<file path="src/hw/rtl/owa_pkg.sv">
// Types and constants of the weighted oil wear accumulator.
// No dependencies.
package owa_pkg;

    typedef enum logic [2:0] {
        OP_TICK    = 3'd0,
        OP_IGN_ON  = 3'd1,
        OP_IGN_OFF = 3'd2,
        OP_RESET   = 3'd3,
        OP_LOAD    = 3'd4,
        OP_STORE   = 3'd5
    } op_t;

    localparam int CFG_IDX_W = 3;
    localparam logic [CFG_IDX_W-1:0] CFG_MONITOR_ENABLE  = 3'd0;
    localparam logic [CFG_IDX_W-1:0] CFG_PREFER_OIL      = 3'd1;
    localparam logic [CFG_IDX_W-1:0] CFG_SCALE_MILLIONS  = 3'd2;
    localparam logic [CFG_IDX_W-1:0] CFG_OIL_MULTS       = 3'd3;
    localparam logic [CFG_IDX_W-1:0] CFG_COOLANT_MULTS   = 3'd4;

    localparam int CFG_DATA_W = 64;
    localparam logic [63:0] MULT_RESET = 64'h0100_0100_0100_0100;
    localparam logic [7:0]  SCALE_RESET = 8'd10;

    localparam int TEMP_W = 13;
    localparam logic signed [TEMP_W-1:0] ZONE_COLD_MAX     = 13'sd1120;
    localparam logic signed [TEMP_W-1:0] ZONE_OPTIMAL_MAX  = 13'sd1680;
    localparam logic signed [TEMP_W-1:0] ZONE_HIGH_MAX     = 13'sd2000;

    localparam int MULT_W  = 16;
    localparam int PROD_W  = 48;
    localparam int FRAC_W  = 8;
    localparam int FULL_W  = 28;
    localparam int LIFE_W  = 10;
    localparam int DIV_STEPS = 10;
    localparam int NUM_W   = FULL_W + LIFE_W;
    localparam int DIV_W   = FULL_W + DIV_STEPS - 1;
    localparam int STEP_W  = 4;
    localparam logic [19:0] REVS_PER_MILLION = 20'd1000000;
    localparam logic [LIFE_W-1:0] LIFE_FULL = 10'd1000;

    typedef struct packed {
        logic        monitor_enable;
        logic        prefer_oil_source;
        logic [7:0]  scale_millions;
        logic [63:0] oil_zone_multipliers;
        logic [63:0] coolant_zone_multipliers;
    } cfg_t;

    typedef struct packed {
        op_t               op;
        logic [31:0]       rev;
        logic              use_coolant;
        logic [MULT_W-1:0] mult;
        logic [31:0]       stored;
    } cmd_t;

    typedef struct packed {
        logic [LIFE_W-1:0] life;
        logic              coolant;
        logic [31:0]       total;
        logic [31:0]       drive;
        logic              save_pending;
        logic              flush;
        logic              awaiting_load;
    } res_t;

    typedef enum logic [3:0] {
        S_IDLE,
        S_EXEC,
        S_MUL,
        S_ACC,
        S_FULL,
        S_DIFF,
        S_SCALE,
        S_DIV,
        S_DONE
    } back_state_t;

endpackage

</file>
<file path="src/hw/rtl/owa_front.sv">
// Front end: accepts input transactions, picks source, zone and multiplier.
// Depends on owa_pkg.
module owa_front
    import owa_pkg::*;
(
    input  cfg_t                      cfg,
    input  logic                      in_valid,
    output logic                      in_ready,
    input  logic [2:0]                opcode,
    input  logic [31:0]               rev_counter,
    input  logic signed [TEMP_W-1:0]  oil_temp,
    input  logic                      oil_temp_valid,
    input  logic signed [TEMP_W-1:0]  coolant_temp,
    input  logic                      coolant_temp_valid,
    input  logic [31:0]               stored_count,
    input  logic                      stored_count_valid,
    input  logic                      q_full,
    output logic                      push,
    output cmd_t                      push_data
);

    logic                     use_coolant;
    logic signed [TEMP_W-1:0] temp;
    logic [1:0]               zone;
    logic [63:0]              mults;
    logic [MULT_W-1:0]        mult;

    always_comb
    begin
        if (cfg.prefer_oil_source && oil_temp_valid)
        begin
            use_coolant = 1'b0;
            temp = oil_temp;
        end
        else if (!cfg.prefer_oil_source && coolant_temp_valid)
        begin
            use_coolant = 1'b1;
            temp = coolant_temp;
        end
        else if (cfg.prefer_oil_source)
        begin
            use_coolant = 1'b1;
            temp = coolant_temp_valid ? coolant_temp : '0;
        end
        else
        begin
            use_coolant = 1'b0;
            temp = oil_temp_valid ? oil_temp : '0;
        end
    end

    always_comb
    begin
        if (temp < ZONE_COLD_MAX)
            zone = 2'd0;
        else if (temp < ZONE_OPTIMAL_MAX)
            zone = 2'd1;
        else if (temp < ZONE_HIGH_MAX)
            zone = 2'd2;
        else
            zone = 2'd3;
    end

    assign mults = use_coolant ? cfg.coolant_zone_multipliers : cfg.oil_zone_multipliers;

    always_comb
    begin
        case (zone)
            2'd0:    mult = mults[15:0];
            2'd1:    mult = mults[31:16];
            2'd2:    mult = mults[47:32];
            default: mult = mults[63:48];
        endcase
    end

    assign in_ready = !q_full;
    assign push     = in_valid && !q_full;

    always_comb
    begin
        push_data.op          = op_t'(opcode);
        push_data.rev         = rev_counter;
        push_data.use_coolant = use_coolant;
        push_data.mult        = mult;
        push_data.stored      = stored_count_valid ? stored_count : '0;
    end

endmodule

</file>
<file path="src/hw/rtl/owa_queue.sv">
// Command queue between front and back end.
// Depends on owa_pkg.
module owa_queue
    import owa_pkg::*;
#(
    parameter int DEPTH = 2
)
(
    input  logic clk,
    input  logic rst_n,
    input  logic push,
    input  cmd_t push_data,
    output logic full,
    input  logic pop,
    output logic not_empty,
    output cmd_t pop_data
);

    localparam int PTR_W = $clog2(DEPTH);
    localparam int CNT_W = $clog2(DEPTH + 1);

    cmd_t             mem_reg [DEPTH];
    logic [PTR_W-1:0] wr_ptr_reg, wr_ptr_next;
    logic [PTR_W-1:0] rd_ptr_reg, rd_ptr_next;
    logic [CNT_W-1:0] count_reg, count_next;

    assign full      = (count_reg == CNT_W'(DEPTH));
    assign not_empty = (count_reg != '0);
    assign pop_data  = mem_reg[rd_ptr_reg];

    always_comb
    begin
        wr_ptr_next = wr_ptr_reg;
        rd_ptr_next = rd_ptr_reg;
        count_next  = count_reg;
        if (push)
            wr_ptr_next = (wr_ptr_reg == PTR_W'(DEPTH - 1)) ? '0 : wr_ptr_reg + 1'b1;
        if (pop)
            rd_ptr_next = (rd_ptr_reg == PTR_W'(DEPTH - 1)) ? '0 : rd_ptr_reg + 1'b1;
        if (push && !pop)
            count_next = count_reg + 1'b1;
        else if (pop && !push)
            count_next = count_reg - 1'b1;
    end

    always_ff @(posedge clk or negedge rst_n)
    begin
        if (!rst_n)
        begin
            wr_ptr_reg <= '0;
            rd_ptr_reg <= '0;
            count_reg  <= '0;
        end
        else
        begin
            wr_ptr_reg <= wr_ptr_next;
            rd_ptr_reg <= rd_ptr_next;
            count_reg  <= count_next;
        end
    end

    always_ff @(posedge clk)
    begin
        if (push)
            mem_reg[wr_ptr_reg] <= push_data;
    end

endmodule

</file>
<file path="src/hw/rtl/owa_back.sv">
// Back end: executes commands, accumulates wear, divides out remaining life.
// Depends on owa_pkg.
module owa_back
    import owa_pkg::*;
(
    input  logic clk,
    input  logic rst_n,
    input  cfg_t cfg,
    input  logic q_valid,
    input  cmd_t q_data,
    output logic pop,
    output logic out_valid,
    input  logic out_ready,
    output res_t res
);

    back_state_t       state_reg, state_next;
    cmd_t              cmd_reg, cmd_next;
    logic [31:0]       last_revs_reg, last_revs_next;
    logic [31:0]       total_reg, total_next;
    logic [31:0]       drive_reg, drive_next;
    logic              coolant_reg, coolant_next;
    logic              load_wait_reg, load_wait_next;
    logic              save_wait_reg, save_wait_next;
    logic              flush_reg, flush_next;
    logic [31:0]       delta_reg, delta_next;
    logic [PROD_W-1:0] prod_reg, prod_next;
    logic [FULL_W-1:0] full_reg, full_next;
    logic [FULL_W-1:0] diff_reg, diff_next;
    logic [NUM_W-1:0]  rem_reg, rem_next;
    logic [DIV_W-1:0]  dv_reg, dv_next;
    logic [LIFE_W-1:0] quo_reg, quo_next;
    logic [STEP_W-1:0] step_reg, step_next;
    logic              out_valid_reg, out_valid_next;
    res_t              res_reg, res_next;
    logic [31:0]       add;
    logic              fits;

    assign pop       = (state_reg == S_IDLE) && q_valid;
    assign out_valid = out_valid_reg;
    assign res       = res_reg;
    assign add       = prod_reg[FRAC_W +: 32];
    assign fits      = rem_reg >= {1'b0, dv_reg};

    always_comb
    begin
        state_next     = state_reg;
        cmd_next       = cmd_reg;
        last_revs_next = last_revs_reg;
        total_next     = total_reg;
        drive_next     = drive_reg;
        coolant_next   = coolant_reg;
        load_wait_next = load_wait_reg;
        save_wait_next = save_wait_reg;
        flush_next     = flush_reg;
        delta_next     = delta_reg;
        prod_next      = prod_reg;
        full_next      = full_reg;
        diff_next      = diff_reg;
        rem_next       = rem_reg;
        dv_next        = dv_reg;
        quo_next       = quo_reg;
        step_next      = step_reg;
        res_next       = res_reg;
        out_valid_next = out_valid_reg && !out_ready;

        case (state_reg)
            S_IDLE:
            begin
                if (q_valid)
                begin
                    cmd_next   = q_data;
                    state_next = S_EXEC;
                end
            end
            S_EXEC:
            begin
                flush_next = 1'b0;
                state_next = S_FULL;
                case (cmd_reg.op)
                    OP_TICK:
                    begin
                        if (cfg.monitor_enable && !load_wait_reg)
                        begin
                            delta_next     = cmd_reg.rev - last_revs_reg;
                            last_revs_next = cmd_reg.rev;
                            state_next     = S_MUL;
                        end
                    end
                    OP_IGN_ON:
                        drive_next = '0;
                    OP_IGN_OFF:
                    begin
                        save_wait_next = 1'b1;
                        flush_next     = 1'b1;
                    end
                    OP_RESET:
                    begin
                        total_next     = '0;
                        save_wait_next = 1'b1;
                        flush_next     = 1'b1;
                    end
                    OP_LOAD:
                    begin
                        total_next     = cmd_reg.stored;
                        load_wait_next = 1'b0;
                        last_revs_next = cmd_reg.rev;
                    end
                    OP_STORE:
                        save_wait_next = 1'b0;
                    default:
                    begin
                    end
                endcase
            end
            S_MUL:
            begin
                if (delta_reg != '0)
                begin
                    coolant_next = cmd_reg.use_coolant;
                    prod_next    = PROD_W'(delta_reg) * PROD_W'(cmd_reg.mult);
                    state_next   = S_ACC;
                end
                else
                    state_next = S_FULL;
            end
            S_ACC:
            begin
                total_next = total_reg + add;
                drive_next = drive_reg + add;
                state_next = S_FULL;
            end
            S_FULL:
            begin
                full_next  = FULL_W'(cfg.scale_millions) * FULL_W'(REVS_PER_MILLION);
                state_next = S_DIFF;
            end
            S_DIFF:
            begin
                if (cfg.scale_millions == '0)
                begin
                    quo_next   = LIFE_FULL;
                    state_next = S_DONE;
                end
                else if (total_reg >= 32'(full_reg))
                begin
                    quo_next   = '0;
                    state_next = S_DONE;
                end
                else
                begin
                    diff_next  = full_reg - total_reg[FULL_W-1:0];
                    state_next = S_SCALE;
                end
            end
            S_SCALE:
            begin
                rem_next   = NUM_W'(diff_reg) * NUM_W'(LIFE_FULL);
                dv_next    = {full_reg, {(DIV_STEPS - 1){1'b0}}};
                quo_next   = '0;
                step_next  = STEP_W'(DIV_STEPS - 1);
                state_next = S_DIV;
            end
            S_DIV:
            begin
                if (fits)
                    rem_next = rem_reg - NUM_W'(dv_reg);
                quo_next = {quo_reg[LIFE_W-2:0], fits};
                dv_next  = dv_reg >> 1;
                if (step_reg == '0)
                    state_next = S_DONE;
                else
                    step_next = step_reg - 1'b1;
            end
            S_DONE:
            begin
                if (!out_valid_reg || out_ready)
                begin
                    res_next.life          = quo_reg;
                    res_next.coolant       = coolant_reg;
                    res_next.total         = total_reg;
                    res_next.drive         = drive_reg;
                    res_next.save_pending  = save_wait_reg;
                    res_next.flush         = flush_reg;
                    res_next.awaiting_load = load_wait_reg;
                    out_valid_next         = 1'b1;
                    state_next             = S_IDLE;
                end
            end
            default:
                state_next = S_IDLE;
        endcase
    end

    always_ff @(posedge clk or negedge rst_n)
    begin
        if (!rst_n)
        begin
            state_reg     <= S_IDLE;
            last_revs_reg <= '0;
            total_reg     <= '0;
            drive_reg     <= '0;
            coolant_reg   <= 1'b0;
            load_wait_reg <= 1'b1;
            save_wait_reg <= 1'b0;
            flush_reg     <= 1'b0;
            step_reg      <= '0;
            out_valid_reg <= 1'b0;
        end
        else
        begin
            state_reg     <= state_next;
            last_revs_reg <= last_revs_next;
            total_reg     <= total_next;
            drive_reg     <= drive_next;
            coolant_reg   <= coolant_next;
            load_wait_reg <= load_wait_next;
            save_wait_reg <= save_wait_next;
            flush_reg     <= flush_next;
            step_reg      <= step_next;
            out_valid_reg <= out_valid_next;
        end
    end

    always_ff @(posedge clk)
    begin
        cmd_reg   <= cmd_next;
        delta_reg <= delta_next;
        prod_reg  <= prod_next;
        full_reg  <= full_next;
        diff_reg  <= diff_next;
        rem_reg   <= rem_next;
        dv_reg    <= dv_next;
        quo_reg   <= quo_next;
        res_reg   <= res_next;
    end

endmodule

</file>
<file path="src/hw/rtl/weighted_oil_wear_accumulator_core.sv">
// Channel  | handshake              | payload
// cfg      | cfg_write              | cfg_index, cfg_data
// input    | in_valid / in_ready    | opcode .. stored_count_valid
// result   | out_valid / out_ready  | life_tenths_percent .. awaiting_load
//
// From queue pop to result register, a tick that adds wear passes EXEC, MUL, ACC, FULL, DIFF, SCALE,
// the 10-step restoring divider for the life figure and DONE; a zero delta skips ACC, other opcodes or
// an idle tick skip MUL and ACC, and a clamped life or a zero scale skips SCALE and the divider.
// Reset empties the command queue, drops any waiting result, clears wear state; config returns to defaults.
// A waiting result stalls only the last back-end step; the queue takes transactions until full.
//
// Top level of the weighted oil wear accumulator; holds the config registers.
// Depends on owa_pkg, owa_front, owa_queue, owa_back.
module weighted_oil_wear_accumulator_core
    import owa_pkg::*;
#(
    parameter int QUEUE_DEPTH = 2
)
(
    input  logic                      clk,
    input  logic                      rst_n,
    input  logic                      cfg_write,
    input  logic [CFG_IDX_W-1:0]      cfg_index,
    input  logic [CFG_DATA_W-1:0]     cfg_data,
    input  logic                      in_valid,
    output logic                      in_ready,
    input  logic [2:0]                opcode,
    input  logic [31:0]               rev_counter,
    input  logic signed [TEMP_W-1:0]  oil_temp,
    input  logic                      oil_temp_valid,
    input  logic signed [TEMP_W-1:0]  coolant_temp,
    input  logic                      coolant_temp_valid,
    input  logic [31:0]               stored_count,
    input  logic                      stored_count_valid,
    output logic                      out_valid,
    input  logic                      out_ready,
    output logic [LIFE_W-1:0]         life_tenths_percent,
    output logic                      source_is_coolant,
    output logic [31:0]               weighted_total,
    output logic [31:0]               weighted_drive,
    output logic                      save_pending,
    output logic                      flush_request,
    output logic                      awaiting_load
);

    cfg_t cfg_reg, cfg_next;
    logic q_full;
    logic q_push;
    cmd_t q_push_data;
    logic q_pop;
    logic q_not_empty;
    cmd_t q_pop_data;
    res_t res;

    always_comb
    begin
        cfg_next = cfg_reg;
        if (cfg_write)
        begin
            case (cfg_index)
                CFG_MONITOR_ENABLE: cfg_next.monitor_enable           = cfg_data[0];
                CFG_PREFER_OIL:     cfg_next.prefer_oil_source        = cfg_data[0];
                CFG_SCALE_MILLIONS: cfg_next.scale_millions           = cfg_data[7:0];
                CFG_OIL_MULTS:      cfg_next.oil_zone_multipliers     = cfg_data;
                CFG_COOLANT_MULTS:  cfg_next.coolant_zone_multipliers = cfg_data;
                default:
                begin
                end
            endcase
        end
    end

    always_ff @(posedge clk or negedge rst_n)
    begin
        if (!rst_n)
        begin
            cfg_reg.monitor_enable           <= 1'b0;
            cfg_reg.prefer_oil_source        <= 1'b1;
            cfg_reg.scale_millions           <= SCALE_RESET;
            cfg_reg.oil_zone_multipliers     <= MULT_RESET;
            cfg_reg.coolant_zone_multipliers <= MULT_RESET;
        end
        else
            cfg_reg <= cfg_next;
    end

    owa_front u_front (
        .cfg                (cfg_reg),
        .in_valid           (in_valid),
        .in_ready           (in_ready),
        .opcode             (opcode),
        .rev_counter        (rev_counter),
        .oil_temp           (oil_temp),
        .oil_temp_valid     (oil_temp_valid),
        .coolant_temp       (coolant_temp),
        .coolant_temp_valid (coolant_temp_valid),
        .stored_count       (stored_count),
        .stored_count_valid (stored_count_valid),
        .q_full             (q_full),
        .push               (q_push),
        .push_data          (q_push_data)
    );

    owa_queue #(
        .DEPTH (QUEUE_DEPTH)
    ) u_queue (
        .clk       (clk),
        .rst_n     (rst_n),
        .push      (q_push),
        .push_data (q_push_data),
        .full      (q_full),
        .pop       (q_pop),
        .not_empty (q_not_empty),
        .pop_data  (q_pop_data)
    );

    owa_back u_back (
        .clk       (clk),
        .rst_n     (rst_n),
        .cfg       (cfg_reg),
        .q_valid   (q_not_empty),
        .q_data    (q_pop_data),
        .pop       (q_pop),
        .out_valid (out_valid),
        .out_ready (out_ready),
        .res       (res)
    );

    assign life_tenths_percent = res.life;
    assign source_is_coolant   = res.coolant;
    assign weighted_total      = res.total;
    assign weighted_drive      = res.drive;
    assign save_pending        = res.save_pending;
    assign flush_request       = res.flush;
    assign awaiting_load       = res.awaiting_load;

endmodule

</file>
<file path="config.mk">
export PLATFORM = sky130hd
export DESIGN_NAME = weighted_oil_wear_accumulator_core
export DESIGN_NICKNAME = d
export VERILOG_FILES = /design/src/hw/rtl/owa_pkg.sv /design/src/hw/rtl/owa_front.sv /design/src/hw/rtl/owa_queue.sv /design/src/hw/rtl/owa_back.sv /design/src/hw/rtl/weighted_oil_wear_accumulator_core.sv
export SDC_FILE = /design/constraint.sdc
export NUM_CORES = 2
export LEC_CHECK = 0
export BUFFER_PORTS_ARGS = -buffer_cell sky130_fd_sc_hd__buf_2
export CAP_MARGIN = 20
export CORE_MARGIN = 2
export CORE_UTILIZATION = 58
export CTS_CLUSTER_DIAMETER = 150
export CTS_CLUSTER_SIZE = 30
export DETAILED_ROUTE_END_ITERATION = 8
export PLACE_DENSITY = 0.76
export SLEW_MARGIN = 20
export SYNTH_ARGS = -nofsm -noshare
export SYNTH_HDL_FRONTEND = slang
export SYNTH_SLANG_ARGS = --single-unit
</file>
<file path="constraint.sdc">
create_clock -name clk -period 12.45 [get_ports clk]
set_clock_uncertainty 0.05 [all_clocks]
set_input_delay 3.1125 -clock clk [delete_from_list [all_inputs] [get_ports clk]]
set_output_delay 3.1125 -clock clk [all_outputs]
set_load 0.01 [all_outputs]
</file>
# Word-level counts from Yosys, hierarchy flattened
# Memories as Yosys holds them, arrays and structs flattened. A register that Yosys moved wholly into a read port is not among the register bits.
# Index checks and enable logic that the tools add are counted.
[word_totals]
ff_bits = 536
mem_bits_rw = 168
input_bits = 168
out_inout_bits = 80
elab_cells = 179
mem_count = 1
[memory_table]
columns = ["memory", "words", "word_bits", "read_ports", "rd_ports_with_merged_regs", "write_ports", "line", "source"]
rows = [
  ["u_queue.mem_reg", 2, 84, 1, 1, 1, "owa_queue.sv:22", "cmd_t mem_reg [DEPTH];"],
]
[op_classes]
n_addsub = 10
n_mul = 3
n_lt_le_gt_ge = 5
eq_ne = 29
muxes = 47
bitwise = 2
reduce_logical = 50
[op_table]
columns = ["cell", "n"]
rows = [
  ["$pmux 32 s2", 4],
  ["$mux 32", 3],
  ["$pmux 38 s2", 1],
  ["$pmux 37 s2", 1],
  ["$mux 13", 5],
  ["$add 32x32->32", 2],
  ["$mux 64", 1],
  ["$pmux 16 s3", 1],
  ["$mul 32x16->40", 1],
  ["$lt 13x12->1 const B", 3],
  ["$ge 38x37->1", 1],
  ["$mux 38", 1],
  ["$sub 38x37->38", 1],
  ["$pmux 4 s9", 1],
  ["$mul 28x7->35 const B", 1],
  ["$ge 32x28->1", 1],
  ["$reduce_bool 32->1", 1],
  ["$sub 32x32->32", 1],
  ["$pmux 10 s3", 1],
  ["$reduce_and 2->1", 15],
  ["$mux 4", 7],
  ["$sub 28x28->28", 1],
  ["$mul 8x14->22 const B", 1],
  ["$mux 10", 2],
  ["other kinds (34)", 89],
]

# Longest topological paths before layout
[logic_depth]
ltp_word = 10
mapped_depth = 25
ltp_nobuf = 24

# Cells and area by module
# A second synthesis with hierarchy kept.
[unflattened]
cells_unflattened = 5102
hier_area_um2 = 57878.0
[by_module_without_submodules]
columns = ["mod", "n_inst", "cells_each", "area_per_inst_um2", "seq_area_each_um2"]
rows = [
  ["owa_back", 1, 4276, 44094.8, 13569.3],
  ["owa_queue", 1, 277, 6258.5, 5144.9],
  ["weighted_oil_wear_accumulator_core", 1, 296, 5507.8, 3467.1],
  ["owa_front", 1, 253, 2016.9, 0.0],
]

# Least setup slack after synthesis
# Ideal clock, no wire load.
[synth_timing]
path_type = "in2reg"
start = "in out_ready"
end = "reg u_back.res_reg (netlist bit u_back.res[0]), enable pin"
setup_ns = 0.540
t_arrival_ns = 6.939
slack_ns = 4.921
path_stages = 2
n_path_buf = 0
path_cell_list = "inv_1 > a21oi_1"
[synth_between]
elab_chain_cells = 2
[synth_rtl]
columns = ["item", "line", "source"]
rows = [
  ["start: declaration", "weighted_oil_wear_accumulator_core.sv:36", "input logic out_ready,"],
  ["$logic_or 1x1->1", "owa_back.sv:177", "if (!out_valid_reg || out_ready)"],
  ["$reduce_and 2->1 (no source line)", "--", ""],
  ["end signal: assignment", "owa_back.sv:235", "res_reg <= res_next;"],
  ["end: declaration", "owa_back.sv:35", "res_t res_reg, res_next;"],
]
# No other way between the ends.
# A chain may end at the register's enable or synchronous reset.

# Final worst setup path
[layout_timing]
start = "reg u_back.cmd_reg[46] in the netlist's numbering"
end = "reg u_back.prod_reg[39] (data pin)"
[layout_between]
elab_chain_cells = 1
[layout_rtl]
columns = ["item", "line", "source"]
rows = [
  ["start: declaration", "owa_back.sv:18", "cmd_t cmd_reg, cmd_next;"],
  ["start signal: assignment", "owa_back.sv:227", "cmd_reg <= cmd_next;"],
  ["$mul 32x16->40", "owa_back.sv:121", "prod_next = PROD_W'(delta_reg) * PROD_W'(cmd_reg.mult);"],
  ["end signal: assignment", "owa_back.sv:229", "prod_reg <= prod_next;"],
  ["end: declaration", "owa_back.sv:27", "logic [PROD_W-1:0] prod_reg, prod_next;"],
]
# No other way between the ends.

==> metrics.md <==
| Metric | Value |
|---|---|
| Status | finished, final reports clean |
| # port buffers | 239 |
| Hold-fix buffers at CTS | 0 |
| Origin of the critical flop-to-flop path | u_back.cmd_reg[46] |
| Synthesized area per cell | 11.3 um2 |
| Sequential share of the synthesized area | 38.8% |
| Clock latency on the worst-skew pair | 680 ps |
| CP required | 12,820 ps |
| TNS Setup | 0 ps |
| Initial antenna violation count | 12 |
| Global-route wire length before repair | 210,000 um |
| Initial DRC count | 2,865 |
| Worst setup SP type | register |
| Hold EP | u_back.res[69] |
| EDFF count, synth | 529 |
| Placed wire-length estimate | 98,400 um |
| Layout cells sized above 1 | 13.3% |
| FF-to-FF setup slack | 5350 ps |
| # setup viols final | 0 |
| Io pins | 248 |
| Gr ovfl total | 0 |
| Clock Pin Slew Worst Setup and Hold Paths | 110 ps |
| Top cells by area, synth | edfxtp_1, fa_1, dfrtp_1, ha_1, mux2_2 |
| Post-synth top area cell | edfxtp_1 |
| Core Box Area | 98,000 um2 |
| Mapped Area | 57,200 um2 |
| Synth Instances | 5,062 |
| CTS resizes | 0 |
| Gr busiest metal | met2 |
| CP Capture Type | register |
| Total Wirelength | 132,000 um |
| Wire length per cell | 20.2 um |
| Root Buffer | clkbuf_16 |
| Post-synthesis cell type count | 93 |
| Max cap viols | 0 |
| Flops & latches, synth | 780 |
| CP Max Fanout | 26 |
| Post-CTS repair timing setup buffer count | 0 |
| Max frequency | 141 MHz |
| Nets | 6,274 |
| Async SR Flop Fraction | 32.2% |
| Vias/cell | 5.77 |
| Final ANT Viol Nets | 0 |
| Clk buf depth | 3 |
| Core Rows | 115 |
| Die H | 318 um |
| Count leader, synth | inv_1 |
| Top FF cell, synth | edfxtp_1 |
| Mapped Nets | 6,137 |
| CTS Sinks | 780 |
| Final Hold Vio Count | 0 |
| Starting Density | 58.4% |
| WS Path Type | register to register |
| Synth-to-layout area growth | 6.11% |
| Drt drc | 0 |
| Hold-critical path depth | 0 |
| Placer Congestion | 0.924 |
| Worst-margin pin slew | 1160 ps |
| Worst Hold Class | register to register |
| Synth warn | 0 |
| Total track usage | 26.3% |
| Pins Over Slew Limit | 0 |
| Top cell type's share of synthesized area | 27.8% |
| Via count | 37,600 |
| Top post-synthesis cells by count | inv_1, edfxtp_1, nand2_1 |
| Number of flip-flops in the largest register | 168 |
| Reg-to-Reg End | u_back.prod_reg[39] |
| CTS buffer count | 30 |
| Die ar. | 101,000 um2 |
| Minimum clock period | 7100 ps |
| Number of global-route vias before repair | 38,200 |
| CTS tree | built |
| Ratio of final minimum period to clock period | 57.0% |
| Worst slew margin | 22.8% |
| Critical Path AT | 7470 ps |
| CTS H-Tree Depth | 1 |
| GRT met3 Usage | 4.61% |
| Met1 usage | 37.1% |
| Pin count of the biggest net entering global routing | 79 |
| Met2 usage | 41.9% |
| Die width | 318 um |
| DRT Pass-1 Iters | 5 |
| RSZ-0062 raised after global routing | no |
| Worst r2r path cells | 20 |
| Critical hold path startpoint | u_back.quo_reg[1] |
==> how the worst max path moves through the flow <==
| stage | startpoint | endpoint | slack, ps | cells after the start |
|---|---|---|---|---|
| 3_3_place_gp | u_back.cmd_reg[45] | u_back.prod_reg[39] | 5490 | 20 |
| 5_1_grt | u_back.delta_reg[18] | u_back.prod_reg[39] | 5200 | 21 |
| 2_1_floorplan | out_ready | u_back.res[0] | 4920 | 2 |
| 4_1_cts | u_back.cmd_reg[45] | u_back.prod_reg[39] | 5390 | 20 |
| 6_report | u_back.cmd_reg[46] | u_back.prod_reg[39] | 5350 | 20 |
| 3_5_place_dp | u_back.cmd_reg[45] | u_back.prod_reg[39] | 5380 | 20 |
==> worst max-delay path, cell delays in order, from the launching register on <==
cell,delay [ps]
edfxtp_1,1130
and2_1,280
fa_1,450
fa_1,510
fa_1,430
fa_1,470
fa_1,500
inv_1,50
fa_1,580
inv_1,70
ha_1,330
a21o_1,190
a21o_1,180
a211oi_1,280
o211ai_1,190
a31oi_4,210
o31ai_4,130
o21ai_4,260
o31ai_4,130
o41ai_2,320
xnor2_1,130
==> cells in the final DEF (no fill, tap or decap), drive strengths merged, types with 30 or more instances in the layout <==
cell type and count:
inv 669, edfxtp 529, nand2 528, fa 514, ha 393, mux2 293, buf 281, dfrtp 239
o21ai 208, and2 205, a21oi 197, nor2 189, xnor2 139, a21o 94, xor2 84, clkbuf 51
nand3 42, nor3 42, nand2b 39, mux2i 37, a31oi 33, o21bai 31, a211oi 31, o21a 30
==> logic make-up after synthesis <==
| family | count (synthesis) | share of synthesized area, % |
|---|---|---|
| AND/OR/NAND/NOR | 1181 | 9.75 |
| flip-flops | 780 | 38.8 |
| XOR/XNOR | 224 | 3.46 |
| adder cells (fa/ha/maj) | 907 | 26.6 |
| buffers and inverters | 845 | 5.58 |
| AO/OA/AOI/OAI | 795 | 9.41 |
| multiplexers | 330 | 6.42 |
==> through the flow <==
stage               hold slack, ps  utilization [%]  std cells  area, um2  worst slack (ps)
CTS                            404             61.9       6507      60600              5390
floorplan                      350                -       5062      57200              4920
finish                         404             61.9       6515      60700              5350
global route                   417             61.9       6515      60700              5200
detailed placement             376             60.9       6452      59700              5380
global placement               359             60.9       6452      59700              5490
==> final cells by class <==
cell class	instances	area (um2)
clock inverters	4	63.8
repair buffers	281	1540
multi-input cells	3437	31900
diodes	6	15.0
fillers	7801	37300
inverters	669	2510
flip-flops and latches	780	22200
well taps	1287	1610
clock buffers	51	851
==> per-layer routing <==
| layer | part of all wire, % | up-vias |
|---|---|---|
| li1 | - | 17400 |
| met2 | 46 | 1277 |
| met1 | 43 | 18700 |
| met3 | 7.9 | 194 |
| met5 | 0.045 | - |
| met4 | 3.0 | 10 |
Power is not shown: default switching activity piles up to over one toggle a cycle in this logic, so the estimate is an artifact.
